[src/sv/acd_pkg.sv]
// Shared types, constants and GF(2^8) helpers for the AES CBC decryptor.
// Used by every module of the block; depends on nothing.
package acd_pkg;

    localparam int BLK_W  = 128;
    localparam int WORD_W = 64;
    localparam int RK_ROWS = 15;
    localparam int RK_AW   = 4;

    // Configuration register indexes.
    localparam logic [2:0] REG_KEY_SIZE = 3'd0;
    localparam logic [2:0] REG_KEY_W0   = 3'd1;
    localparam logic [2:0] REG_KEY_W1   = 3'd2;
    localparam logic [2:0] REG_KEY_W2   = 3'd3;
    localparam logic [2:0] REG_KEY_W3   = 3'd4;
    localparam logic [2:0] REG_IV_HIGH  = 3'd5;
    localparam logic [2:0] REG_IV_LOW   = 3'd6;

    localparam logic [7:0] GF_POLY = 8'h1b;

    typedef struct packed {
        logic             en;
        logic [RK_AW-1:0] addr;
        logic [BLK_W-1:0] data;
    } t_rk_wr;

    localparam logic [7:0] C_SBOX [256] = '{
        8'h63,8'h7c,8'h77,8'h7b,8'hf2,8'h6b,8'h6f,8'hc5,8'h30,8'h01,8'h67,8'h2b,8'hfe,8'hd7,8'hab,8'h76,
        8'hca,8'h82,8'hc9,8'h7d,8'hfa,8'h59,8'h47,8'hf0,8'had,8'hd4,8'ha2,8'haf,8'h9c,8'ha4,8'h72,8'hc0,
        8'hb7,8'hfd,8'h93,8'h26,8'h36,8'h3f,8'hf7,8'hcc,8'h34,8'ha5,8'he5,8'hf1,8'h71,8'hd8,8'h31,8'h15,
        8'h04,8'hc7,8'h23,8'hc3,8'h18,8'h96,8'h05,8'h9a,8'h07,8'h12,8'h80,8'he2,8'heb,8'h27,8'hb2,8'h75,
        8'h09,8'h83,8'h2c,8'h1a,8'h1b,8'h6e,8'h5a,8'ha0,8'h52,8'h3b,8'hd6,8'hb3,8'h29,8'he3,8'h2f,8'h84,
        8'h53,8'hd1,8'h00,8'hed,8'h20,8'hfc,8'hb1,8'h5b,8'h6a,8'hcb,8'hbe,8'h39,8'h4a,8'h4c,8'h58,8'hcf,
        8'hd0,8'hef,8'haa,8'hfb,8'h43,8'h4d,8'h33,8'h85,8'h45,8'hf9,8'h02,8'h7f,8'h50,8'h3c,8'h9f,8'ha8,
        8'h51,8'ha3,8'h40,8'h8f,8'h92,8'h9d,8'h38,8'hf5,8'hbc,8'hb6,8'hda,8'h21,8'h10,8'hff,8'hf3,8'hd2,
        8'hcd,8'h0c,8'h13,8'hec,8'h5f,8'h97,8'h44,8'h17,8'hc4,8'ha7,8'h7e,8'h3d,8'h64,8'h5d,8'h19,8'h73,
        8'h60,8'h81,8'h4f,8'hdc,8'h22,8'h2a,8'h90,8'h88,8'h46,8'hee,8'hb8,8'h14,8'hde,8'h5e,8'h0b,8'hdb,
        8'he0,8'h32,8'h3a,8'h0a,8'h49,8'h06,8'h24,8'h5c,8'hc2,8'hd3,8'hac,8'h62,8'h91,8'h95,8'he4,8'h79,
        8'he7,8'hc8,8'h37,8'h6d,8'h8d,8'hd5,8'h4e,8'ha9,8'h6c,8'h56,8'hf4,8'hea,8'h65,8'h7a,8'hae,8'h08,
        8'hba,8'h78,8'h25,8'h2e,8'h1c,8'ha6,8'hb4,8'hc6,8'he8,8'hdd,8'h74,8'h1f,8'h4b,8'hbd,8'h8b,8'h8a,
        8'h70,8'h3e,8'hb5,8'h66,8'h48,8'h03,8'hf6,8'h0e,8'h61,8'h35,8'h57,8'hb9,8'h86,8'hc1,8'h1d,8'h9e,
        8'he1,8'hf8,8'h98,8'h11,8'h69,8'hd9,8'h8e,8'h94,8'h9b,8'h1e,8'h87,8'he9,8'hce,8'h55,8'h28,8'hdf,
        8'h8c,8'ha1,8'h89,8'h0d,8'hbf,8'he6,8'h42,8'h68,8'h41,8'h99,8'h2d,8'h0f,8'hb0,8'h54,8'hbb,8'h16};

    localparam logic [7:0] C_INV_SBOX [256] = '{
        8'h52,8'h09,8'h6a,8'hd5,8'h30,8'h36,8'ha5,8'h38,8'hbf,8'h40,8'ha3,8'h9e,8'h81,8'hf3,8'hd7,8'hfb,
        8'h7c,8'he3,8'h39,8'h82,8'h9b,8'h2f,8'hff,8'h87,8'h34,8'h8e,8'h43,8'h44,8'hc4,8'hde,8'he9,8'hcb,
        8'h54,8'h7b,8'h94,8'h32,8'ha6,8'hc2,8'h23,8'h3d,8'hee,8'h4c,8'h95,8'h0b,8'h42,8'hfa,8'hc3,8'h4e,
        8'h08,8'h2e,8'ha1,8'h66,8'h28,8'hd9,8'h24,8'hb2,8'h76,8'h5b,8'ha2,8'h49,8'h6d,8'h8b,8'hd1,8'h25,
        8'h72,8'hf8,8'hf6,8'h64,8'h86,8'h68,8'h98,8'h16,8'hd4,8'ha4,8'h5c,8'hcc,8'h5d,8'h65,8'hb6,8'h92,
        8'h6c,8'h70,8'h48,8'h50,8'hfd,8'hed,8'hb9,8'hda,8'h5e,8'h15,8'h46,8'h57,8'ha7,8'h8d,8'h9d,8'h84,
        8'h90,8'hd8,8'hab,8'h00,8'h8c,8'hbc,8'hd3,8'h0a,8'hf7,8'he4,8'h58,8'h05,8'hb8,8'hb3,8'h45,8'h06,
        8'hd0,8'h2c,8'h1e,8'h8f,8'hca,8'h3f,8'h0f,8'h02,8'hc1,8'haf,8'hbd,8'h03,8'h01,8'h13,8'h8a,8'h6b,
        8'h3a,8'h91,8'h11,8'h41,8'h4f,8'h67,8'hdc,8'hea,8'h97,8'hf2,8'hcf,8'hce,8'hf0,8'hb4,8'he6,8'h73,
        8'h96,8'hac,8'h74,8'h22,8'he7,8'had,8'h35,8'h85,8'he2,8'hf9,8'h37,8'he8,8'h1c,8'h75,8'hdf,8'h6e,
        8'h47,8'hf1,8'h1a,8'h71,8'h1d,8'h29,8'hc5,8'h89,8'h6f,8'hb7,8'h62,8'h0e,8'haa,8'h18,8'hbe,8'h1b,
        8'hfc,8'h56,8'h3e,8'h4b,8'hc6,8'hd2,8'h79,8'h20,8'h9a,8'hdb,8'hc0,8'hfe,8'h78,8'hcd,8'h5a,8'hf4,
        8'h1f,8'hdd,8'ha8,8'h33,8'h88,8'h07,8'hc7,8'h31,8'hb1,8'h12,8'h10,8'h59,8'h27,8'h80,8'hec,8'h5f,
        8'h60,8'h51,8'h7f,8'ha9,8'h19,8'hb5,8'h4a,8'h0d,8'h2d,8'he5,8'h7a,8'h9f,8'h93,8'hc9,8'h9c,8'hef,
        8'ha0,8'he0,8'h3b,8'h4d,8'hae,8'h2a,8'hf5,8'hb0,8'hc8,8'heb,8'hbb,8'h3c,8'h83,8'h53,8'h99,8'h61,
        8'h17,8'h2b,8'h04,8'h7e,8'hba,8'h77,8'hd6,8'h26,8'he1,8'h69,8'h14,8'h63,8'h55,8'h21,8'h0c,8'h7d};

    function automatic logic [7:0] xtime(input logic [7:0] b);
        return {b[6:0], 1'b0} ^ (b[7] ? GF_POLY : 8'h00);
    endfunction

    function automatic logic [31:0] sub_word(input logic [31:0] w);
        return {C_SBOX[w[31:24]], C_SBOX[w[23:16]], C_SBOX[w[15:8]], C_SBOX[w[7:0]]};
    endfunction

    // Byte k of a block sits in bits 127-8k down; column c holds bytes 4c..4c+3.
    function automatic logic [BLK_W-1:0] inv_shift_sub(input logic [BLK_W-1:0] s);
        logic [BLK_W-1:0] o;
        int c;
        int r;
        int src;
        o = '0;
        for (c = 0; c < 4; c++) begin
            for (r = 0; r < 4; r++) begin
                src = (((c + 4 - r) % 4) * 4) + r;
                o[BLK_W-1-8*(c*4+r) -: 8] = C_INV_SBOX[s[BLK_W-1-8*src -: 8]];
            end
        end
        return o;
    endfunction

    function automatic logic [BLK_W-1:0] inv_mix(input logic [BLK_W-1:0] s);
        logic [BLK_W-1:0] o;
        logic [7:0] a [4];
        logic [7:0] m2 [4];
        logic [7:0] m4 [4];
        logic [7:0] m8 [4];
        logic [7:0] m9 [4];
        logic [7:0] mb [4];
        logic [7:0] md [4];
        logic [7:0] me [4];
        int c;
        int k;
        o = '0;
        for (c = 0; c < 4; c++) begin
            for (k = 0; k < 4; k++) begin
                a[k]  = s[BLK_W-1-8*(c*4+k) -: 8];
                m2[k] = xtime(a[k]);
                m4[k] = xtime(m2[k]);
                m8[k] = xtime(m4[k]);
                m9[k] = m8[k] ^ a[k];
                mb[k] = m8[k] ^ m2[k] ^ a[k];
                md[k] = m8[k] ^ m4[k] ^ a[k];
                me[k] = m8[k] ^ m4[k] ^ m2[k];
            end
            o[BLK_W-1-8*(c*4+0) -: 8] = me[0] ^ mb[1] ^ md[2] ^ m9[3];
            o[BLK_W-1-8*(c*4+1) -: 8] = m9[0] ^ me[1] ^ mb[2] ^ md[3];
            o[BLK_W-1-8*(c*4+2) -: 8] = md[0] ^ m9[1] ^ me[2] ^ mb[3];
            o[BLK_W-1-8*(c*4+3) -: 8] = mb[0] ^ md[1] ^ m9[2] ^ me[3];
        end
        return o;
    endfunction

endpackage

[src/sv/acd_fifo.sv]
// Two-entry queue between the intake and the round core.
// Depends on acd_pkg for the item width.
module acd_fifo import acd_pkg::*; (
    input  logic           i_clk,
    input  logic           i_rst_n,
    input  logic           i_push,
    input  logic [BLK_W:0] i_data,
    output logic           o_ready,
    input  logic           i_pop,
    output logic           o_valid,
    output logic [BLK_W:0] o_data
);

    logic [BLK_W:0] r_mem [2];
    logic           r_wp;
    logic           r_rp;
    logic [1:0]     r_cnt;

    assign o_ready = (r_cnt != 2'd2);
    assign o_valid = (r_cnt != 2'd0);
    assign o_data  = r_mem[r_rp];

    always_ff @(posedge i_clk) begin
        if (!i_rst_n) begin
            r_wp  <= 1'b0;
            r_rp  <= 1'b0;
            r_cnt <= '0;
        end else begin
            if (i_push) begin
                r_wp <= !r_wp;
            end
            if (i_pop) begin
                r_rp <= !r_rp;
            end
            r_cnt <= r_cnt + {1'b0, i_push} - {1'b0, i_pop};
        end
    end

    always_ff @(posedge i_clk) begin
        if (i_push) begin
            r_mem[r_wp] <= i_data;
        end
    end

    assert property (@(posedge i_clk) disable iff (!i_rst_n)
        i_push |-> r_cnt != 2'd2)
        else $error("queue overflow");
    assert property (@(posedge i_clk) disable iff (!i_rst_n)
        i_pop |-> r_cnt != 2'd0)
        else $error("queue underflow");

endmodule

[config.mk]
export PLATFORM = sky130hd
export DESIGN_NAME = acd_fifo
export DESIGN_NICKNAME = d
export VERILOG_FILES = /design/src/sv/acd_pkg.sv /design/src/sv/acd_fifo.sv
export SDC_FILE = /design/constraint.sdc
export NUM_CORES = 1
export LEC_CHECK = 0
export BUFFER_PORTS_ARGS = -buffer_cell sky130_fd_sc_hd__buf_4
export CAP_MARGIN = 5
export CORE_MARGIN = 4
export CORE_UTILIZATION = 35
export DETAILED_ROUTE_END_ITERATION = 7
export GPL_TIMING_DRIVEN = 0
export HOLD_SLACK_MARGIN = 0.02
export PLACE_DENSITY_LB_ADDON = 0.08
export REMOVE_ABC_BUFFERS = 1
export SYNTH_ARGS = -nofsm -noshare
export SYNTH_HDL_FRONTEND = slang
export SYNTH_SLANG_ARGS = --single-unit
[constraint.sdc]
create_clock -name i_clk -period 17.6 [get_ports i_clk]
set_input_delay 3.52 -clock i_clk [delete_from_list [all_inputs] [get_ports i_clk]]
set_output_delay 3.52 -clock i_clk [all_outputs]
set_load 0.05 [all_outputs]
==> Yosys cells after proc, flatten, opt, wreduce, memory -nomap -nowiden <==
Memory sizes are Yosys's and may differ from the RTL's. A register that Yosys moved wholly into a read port is not among the register bits.
Cells that the tools add are included.
{ "word_totals": {"latchBits": 0, "mem_count": 1, "ramBits": 258, "reg_bits": 4, "rom_bits": 0, "output_inout_bits": 131} }
{ "memory_table": {"columns": ["memory", "depth", "width", "rd", "rd_clocked_by_memory_dff", "wr", "line", "text"], "rows": [
  ["r_mem", 2, 129, 1, 1, 1, "acd_fifo.sv:14", "logic [BLK_W:0] r_mem [2];"]
]} }
{ "op_classes": {"magnitude_cmp": 0, "mux": 4, "n_div": 0, "n_addsub": 2, "reduce_logical": 3, "multipliers": 0, "eq_ne": 1, "n_bitwise": 0, "shift": 0} }
{ "ops": {"columns": ["cell", "n"], "rows": [
  ["1-bit two-way mux", 4],
  ["2-bit by 1-bit adder with 2-bit output", 1],
  ["1-bit zero test", 2],
  ["2-bit != test, second input constant", 1],
  ["2-bit nonzero test", 1],
  ["2-bit by 1-bit subtractor with 2-bit output", 1]
]} }

==> Depth between registers and ports, before layout <==
Gate-level depths: netlist of the first run.
{ "logic_depth": {"ltp_word": 3, "ltp_mapped": 6, "depth_no_buf": 6} }

==> Least setup slack after synthesis of the first run <==
Ideal clock, no wire load.
{ "synth_path": {"kind": "input to register", "from": "in i_push", "to": "mem r_mem[0][0] in the netlist's numbering (enable)", "path_buffers": 0, "setup_time_ns": 0.634, "stages": 1, "setup_slack_ns": 7.824, "required_time_ns": 16.966, "t_arrival_ns": 9.142, "cell_sequence": "nor2b_1"} }
{ "synth_between": {"elab_chain_cells": 2} }
{ "synth_rtl": {"columns": ["item", "line", "text"], "rows": [
  ["from (decl)", "acd_fifo.sv:6", "input logic i_push,"],
  ["1-bit two-way mux", "acd_fifo.sv:40", "if (i_push) begin"],
  ["1-bit two-way mux (implied by the code)", "acd_fifo.sv:41", "r_mem[r_wp] <= i_data;"],
  ["to (decl)", "acd_fifo.sv:14", null]
]} }
No other way between the ends.

==> run_results.csv, run 1 <==
group,metric,value,unit
floorplanning,dieArea,30100,um2
floorplanning,core-area,27000,um2
global_routing,antenna_found_initial,0,
drt,num_vias,4810,
finish,multi_input_area,1580,um2
cts,clock_sinks,263,
hold_path,hp-class,"reg -> reg",
power,powerDensity,120,nW/um2
timing,tightestPinTransition,0.604,ns
placement,dp_hpwl,12.8,mm
synthesis,yosys-top-cells-area,"edfxtp_1 81%, mux2_2 15%, buf_6 1.5%",
drt,wl_per_cell,18.1,um
setup_path,startpoint_type,"flip-flop",
setup_path,path_buf_inv,2,
timing,final_max_slew_viol_count,0,
setup_path,critPathArrivalTime,2.07,ns
drt,wirelength,19.5,mm
setup_path,slowest_delay,0.56,ns
finish,diodes,0,
timing,setup_viol,0,
global_routing,grt_pass1_wl,29.2,mm
global_routing,grt_max_degree,62,
floorplanning,start_util,35.5,%
synthesis,syn_inst,422,
cts,cts_hold_buf,0,
synthesis,yosysTopAreaCellShare,80.9,%
global_routing,first_global_vias,5183,
setup_path,critPathKind,"reg -> out",
drt,dr.first_iter.drc_count,216,
synthesis,synth_area_leader_cell,"edfxtp_1",
timing,holdWs,0.571,ns
setup_path,crit_required,14.08,ns
finish,final_nets,846,
cts,cts_buffers,29,
floorplanning,rows,60,
setup_path,crit_slowest_cell,"dfxtp_4",
timing,slew_headroom,59.6,%
cts,path_clk_slew,0.06,ns
cts,clk_latency,0.53,ns
setup_path,cp-end-kind,"output pin",
cts,cts_max_level,1,
finish,layout-drive-gt1-share,60.4,%
cts,cts_resized,0,
timing,setup_tns,0,ns
global_routing,grt_util_all_layers,12.2,%
synthesis,ys_warn_count,0,
floorplanning,io_pins,264,
floorplanning,die_y,173,um
setup_path,critPathTopFamily,"flip-flops",
drt,ant_nets,0,
timing,rsz0062_at_grt,"no",
timing,finalCriticalPeriod,5.59,ns
cts,clk_path_buf_depth,3,
floorplanning,die_x,173,um
global_routing,grt_overflow,0,
flow_run,maxCapViolCount,0,
setup_path,critical_path.max_fanout,61,
placement,place_congestion,0.666,
cts,postCtsSetupBuffers,0,
power,cellLeakagePower,4.80,nW
placement,numPortBuffers,263,
synthesis,ys_types,14,
synthesis,avgSynthCellArea,22.7,um2
drt,drc_errors,0,
placement,dpl_cell_area,12100,um2
timing,finalCritPeriodShare,31.8,%
cts,clock-root-buffer,"clkbuf_16",
synthesis,syn_area,9580,um2
finish,fin_util,47.9,%
finish,fillers,2356,
synthesis,synth_seq_area_share,81.9,%
finish,area_growth,34.9,%
finish,design_area,12900,um2
power,max-vdd-ir-drop,0.0746,mV
status,outcome,"completed",
power,power.total,1.55,mW
timing,fmax,179,MHz
timing,hold_violations,0,
drt,dr.pass1.iters,4,
timing,clock_skew,0.0174,ns
cts,cts_tree,"built",
finish,seqCellArea,7850,um2
synthesis,ys_seq_elements,263,
drt,vias_per_cell,4.48,
setup_path,crit_chain,"buf_16 -> mux2_2 -> buf_4",
## sequential cells by signal (all words and copies together), names as in the netlist, named ones only
name   flops
r_mem    258
r_cnt      2
r_rp       1
r_wp       1
## kinds of logic after synthesis
group	Yosys count	share of synthesized area, %
XOR/XNOR	2	0.327
AND/OR/NAND/NOR	9	0.562
adder cells (fa/ha/maj)	2	0.261
flip-flops	263	81.9
AO/OA/AOI/OAI	1	0.0784
multiplexers	129	15.2
buffers and inverters	16	1.66
## cell type report
type / count / area share, %
Tap cell: 341 / 3.30
Inverter: 2 / 0.0581
Timing Repair Buffer: 272 / 17.0
Sequential cell: 263 / 60.8
Clock inverter: 15 / 0.727
Multi-Input combinational cell: 143 / 12.2
Clock buffer: 37 / 5.85
## cell usage after synthesis, drive strengths merged
library cell and instances:
xor2 1, o21a 1, inv 2, dfxtp 5, xnor3 1, ha 2
buf 14, or2 1, nand2 1, nor2b 3, mux2 129, and2 4
edfxtp 258
## per-layer routing
layer  track usage (%)  up-vias  part of all wire, %
met5                 0        -                    0
met4              2.86        0                  2.0
met3              4.99       29                  9.3
met2              20.7      168                   49
met1              14.6     2358                   40
li1                  -     2255                    -
## where the power goes
group / internal [mW] / total [mW] / switching (mW)
clock: 0.315 / 0.541 / 0.226
sequential: 0.724 / 0.733 / 0.00893
combinational: 0.0994 / 0.272 / 0.173
total: 1.14 / 1.55 / 0.408
## worst register-to-register path: stages, from the launching register on
cell     delay [ns]
dfxtp_1        0.34
nor2b_4        0.50
buf_12         0.28
buf_12         0.24
## layout by cell type, fill, tap and decap left out, drive strengths merged, types with 2 or more instances in the layout
cell / netlist / routed
inv: 2 / 2
nor2b: 3 / 3
dfxtp: 5 / 5
clkinv: 0 / 13
mux2: 129 / 129
ha: 2 / 2
and2: 4 / 4
buf: 14 / 272
edfxtp: 258 / 258
clkbuf: 0 / 37
## path summary, 6_finish.rpt
kind | depth (start not counted) | slack [ns] | to | from
setup reg to reg | 3 | 15.89 | r_mem[0][95]$_DFFE_PP_ | r_wp$_SDFFE_PN0P_
hold reg to reg | 2 | 0.57 | flip-flop | r_rp$_SDFFE_PN0P_
setup / recovery | 3 | 12.01 | o_data[15] | flip-flop
hold / removal | 2 | 0.57 | flip-flop | r_rp$_SDFFE_PN0P_
## metrics by stage
step,cells,setup slack (ns)
floorplan,408,7.82
global placement,1012,4.14
detailed placement,1021,12.54
CTS,1073,11.96
global route,1073,11.91
finish,1073,12.01
Note: power is estimated with default switching activity, not from simulation.
==> inputs of run 2 (changes only) <==
--- a/config.mk
+++ b/config.mk
@@ -5,6 +5,7 @@
 export SDC_FILE = /design/constraint.sdc
 export NUM_CORES = 1
 export LEC_CHECK = 0
+export ABC_AREA = 1
 export BUFFER_PORTS_ARGS = -buffer_cell sky130_fd_sc_hd__buf_4
 export CAP_MARGIN = 5
 export CORE_MARGIN = 4
==> constraint.sdc (replaced) <==
create_clock -name i_clk -period 5.1 [get_ports i_clk]
set_input_delay 1.02 -clock i_clk [delete_from_list [all_inputs] [get_ports i_clk]]
set_output_delay 1.02 -clock i_clk [all_outputs]
set_load 0.05 [all_outputs]
==> run_results.csv, run 2 <==
group,metric,value,unit
hold_path,hp-class,"reg -> reg",
synthesis,yosys.area_share.simple,0.719,%
finish,area_growth,34.9,%
timing,hold_violations,0,
cts,cts_buffers,30,
cts,clk_path_buf_depth,3,
floorplanning,die_x,173,um
synthesis,synth-main-ff-cell,"edfxtp_1",
drt,vias_per_cell,4.49,
timing,fmax,330,MHz
synthesis,yosys-top-cells-area,"edfxtp_1 81%, mux2_2 15%, buf_6 1.5%",
power,power.total,5.31,mW
synthesis,synth_commonest_cells,"258 x edfxtp_1, 129 x mux2_2, 13 x buf_6, 10 x nand2_1",
synthesis,yosys.area_share.adder,0.261,%
floorplanning,core-area,27000,um2
synthesis,synth_seq_area_share,81.9,%
synthesis,synth_compound_area_share,0.0523,%
setup_path,reg2reg_to,"r_mem[0][68]$_DFFE_PP_",
power,max-vdd-ir-drop,0.274,mV
drt,drc_errors,0,
cts,clk_latency,0.53,ns
placement,numPortBuffers,263,
synthesis,synth-xor-area-share,0,%
timing,tightestPinTransition,0.953,ns
power,powerDensity,411,nW/um2
synthesis,avgSynthCellArea,22.1,um2
setup_path,critPathTopFamily,"flip-flops",
synthesis,async_reset_ff_share,0,%
finish,layout_commonest_cell,"buf_4",
synthesis,syn_area,9580,um2
setup_path,reg2reg_depth,3,
global_routing,grt_pass1_wl,29.9,mm
timing,finalCriticalPeriod,3.03,ns
cts,cts_resized,0,
synthesis,yosysMostFrequentCell,"edfxtp_1",
setup_path,path_buf_inv,2,
setup_path,critPathArrivalTime,2.01,ns
setup_path,critPathKind,"reg -> out",
setup_path,crit_chain,"buf_16 -> mux2_2 -> buf_4",
setup_path,crit_slowest_cell,"dfxtp_4",
global_routing,antenna_found_initial,0,
finish,final_nets,857,
global_routing,grt_overflow,0,
synthesis,ys_seq_elements,263,
placement,dp_hpwl,12.9,mm
setup_path,crit_required,4.08,ns
floorplanning,start_util,35.5,%
finish,fin_util,48.0,%
finish,mostFrequentLayoutCells,"263 x buf_4, 258 x edfxtp_1, 129 x mux2_2, 31 x clkbuf_16",
timing,finalCritPeriodShare,59.4,%
floorplanning,rows,60,
timing,setup_viol,0,
finish,largestRegisters,"r_mem: 258 flops, r_cnt: 2 flops",
timing,final_max_slew_viol_count,0,
synthesis,synthMuxAreaShare,15.2,%
setup_path,cp-end-kind,"output pin",
drt,dr.pass1.iters,4,
setup_path,reg2reg_slack,3.14,ns
synthesis,ys_warn_count,0,
cts,cts_tree,"built",
synthesis,yosysTopAreaCellShare,80.9,%
global_routing,grt_util_all_layers,12.5,%
synthesis,synth_area_leader_cell,"edfxtp_1",
hold_path,min_to,"r_rp$_SDFFE_PN0P_",
cts,path_clk_slew,0.06,ns
cts,cts_hold_buf,0,
setup_path,r2r_start,"r_wp$_SDFFE_PN0P_",
drt,ant_nets,0,
placement,place_congestion,0.721,
flow_run,maxCapViolCount,0,
finish,layout-drive-gt1-share,59.4,%
cts,clock-root-buffer,"clkbuf_16",
cts,postCtsSetupBuffers,0,
hold_path,worstHoldStart,"r_rp$_SDFFE_PN0P_",
synthesis,synth_edf_count,258,
cts,clock_sinks,263,
synthesis,ys_types,11,
finish,largest_reg_flops,258,
drt,num_vias,4886,
finish,fillers,2346,
timing,clock_skew,0.00727,ns
cts,cts_max_level,1,
power,cellLeakagePower,4.83,nW
synthesis,synth_top_family_by_area,"multiplexers",
hold_path,min_path_cells,2,
finish,top_register,"r_mem",
drt,dr.first_iter.drc_count,135,
timing,slew_headroom,36.3,%
finish,diodes,0,
global_routing,grt_max_degree,73,
setup_path,startpoint_type,"flip-flop",
timing,setup_tns,0,ns
floorplanning,dieArea,30100,um2
drt,wirelength,19.7,mm
floorplanning,io_pins,264,
setup_path,critical_path.max_fanout,60,
global_routing,first_global_vias,5272,
status,outcome,"completed",
setup_path,crit_cells,3,
setup_path,slowest_delay,0.51,ns
synthesis,syn_inst,434,
drt,wl_per_cell,18.1,um
timing,rsz0062_at_grt,"no",
floorplanning,die_y,173,um
-- run 2: worst reg2reg max path, cell delays in order, from the launching register on --
cell	delay, ns
dfxtp_1	0.34
nor2_4	0.75
buf_12	0.30
buf_12	0.25
-- run 2: worst max-delay path by stage --
stage,to,slack [ns]
2_1_floorplan,r_mem[0][0]$_DFFE_PP_,-1.98
3_3_place_gp,r_mem[0][57]$_DFFE_PP_,-5.34
3_5_place_dp,r_mem[0][57]$_DFFE_PP_,2.24
4_1_cts,o_data[123],2.02
5_1_grt,o_data[123],1.97
6_report,o_data[123],2.07
-- run 2: per-stage QoR --
step / setup slack (ns) / hold WS [ns] / instance area, um2 / std cells
floorplan: -1.98 / 0.463 / 9430 / 420
global placement: -5.34 / 0.475 / 11800 / 1024
detailed placement: 2.24 / 0.490 / 12000 / 1031
CTS: 2.02 / 0.505 / 12900 / 1087
global route: 1.97 / 0.540 / 12900 / 1087
finish: 2.07 / 0.497 / 12900 / 1087
-- run 2: logic make-up (layout without fill, tap and decap cells) --
kind of cell / count (synthesis) / count (layout)
DFF: 263 / 263
muxes: 129 / 129
buffers and inverters: 21 / 333
and+or+nand+nor: 18 / 18
adders and majority gates: 2 / 2
AOI/OAI and AO/OA: 1 / 1
-- run 2: final cells by class --
type                       instances  area, um2  share of cell area (%)
clock inverter                    20        116                   0.900
tap                              341        427                    3.30
inverter                           7       31.3                   0.242
sequential                       263       7850                    60.8
timing repair buffer             270       2140                    16.6
clock buffer                      36        795                    6.15
multi-input combinational        150       1560                    12.1
-- run 2: power breakdown --
group | internal, mW | switching (mW) | total, mW
clock network | 1.15 | 0.798 | 1.95
registers | 2.50 | 0.0274 | 2.53
logic | 0.295 | 0.533 | 0.828
-- run 2: layer usage --
metal	wire, um	global-route usage [%]	part of all wire, %
met5	0	0	0
met2	9730	21.3	49
met1	7830	15.0	40
met3	1620	4.34	8.2
met4	483	3.49	2.5
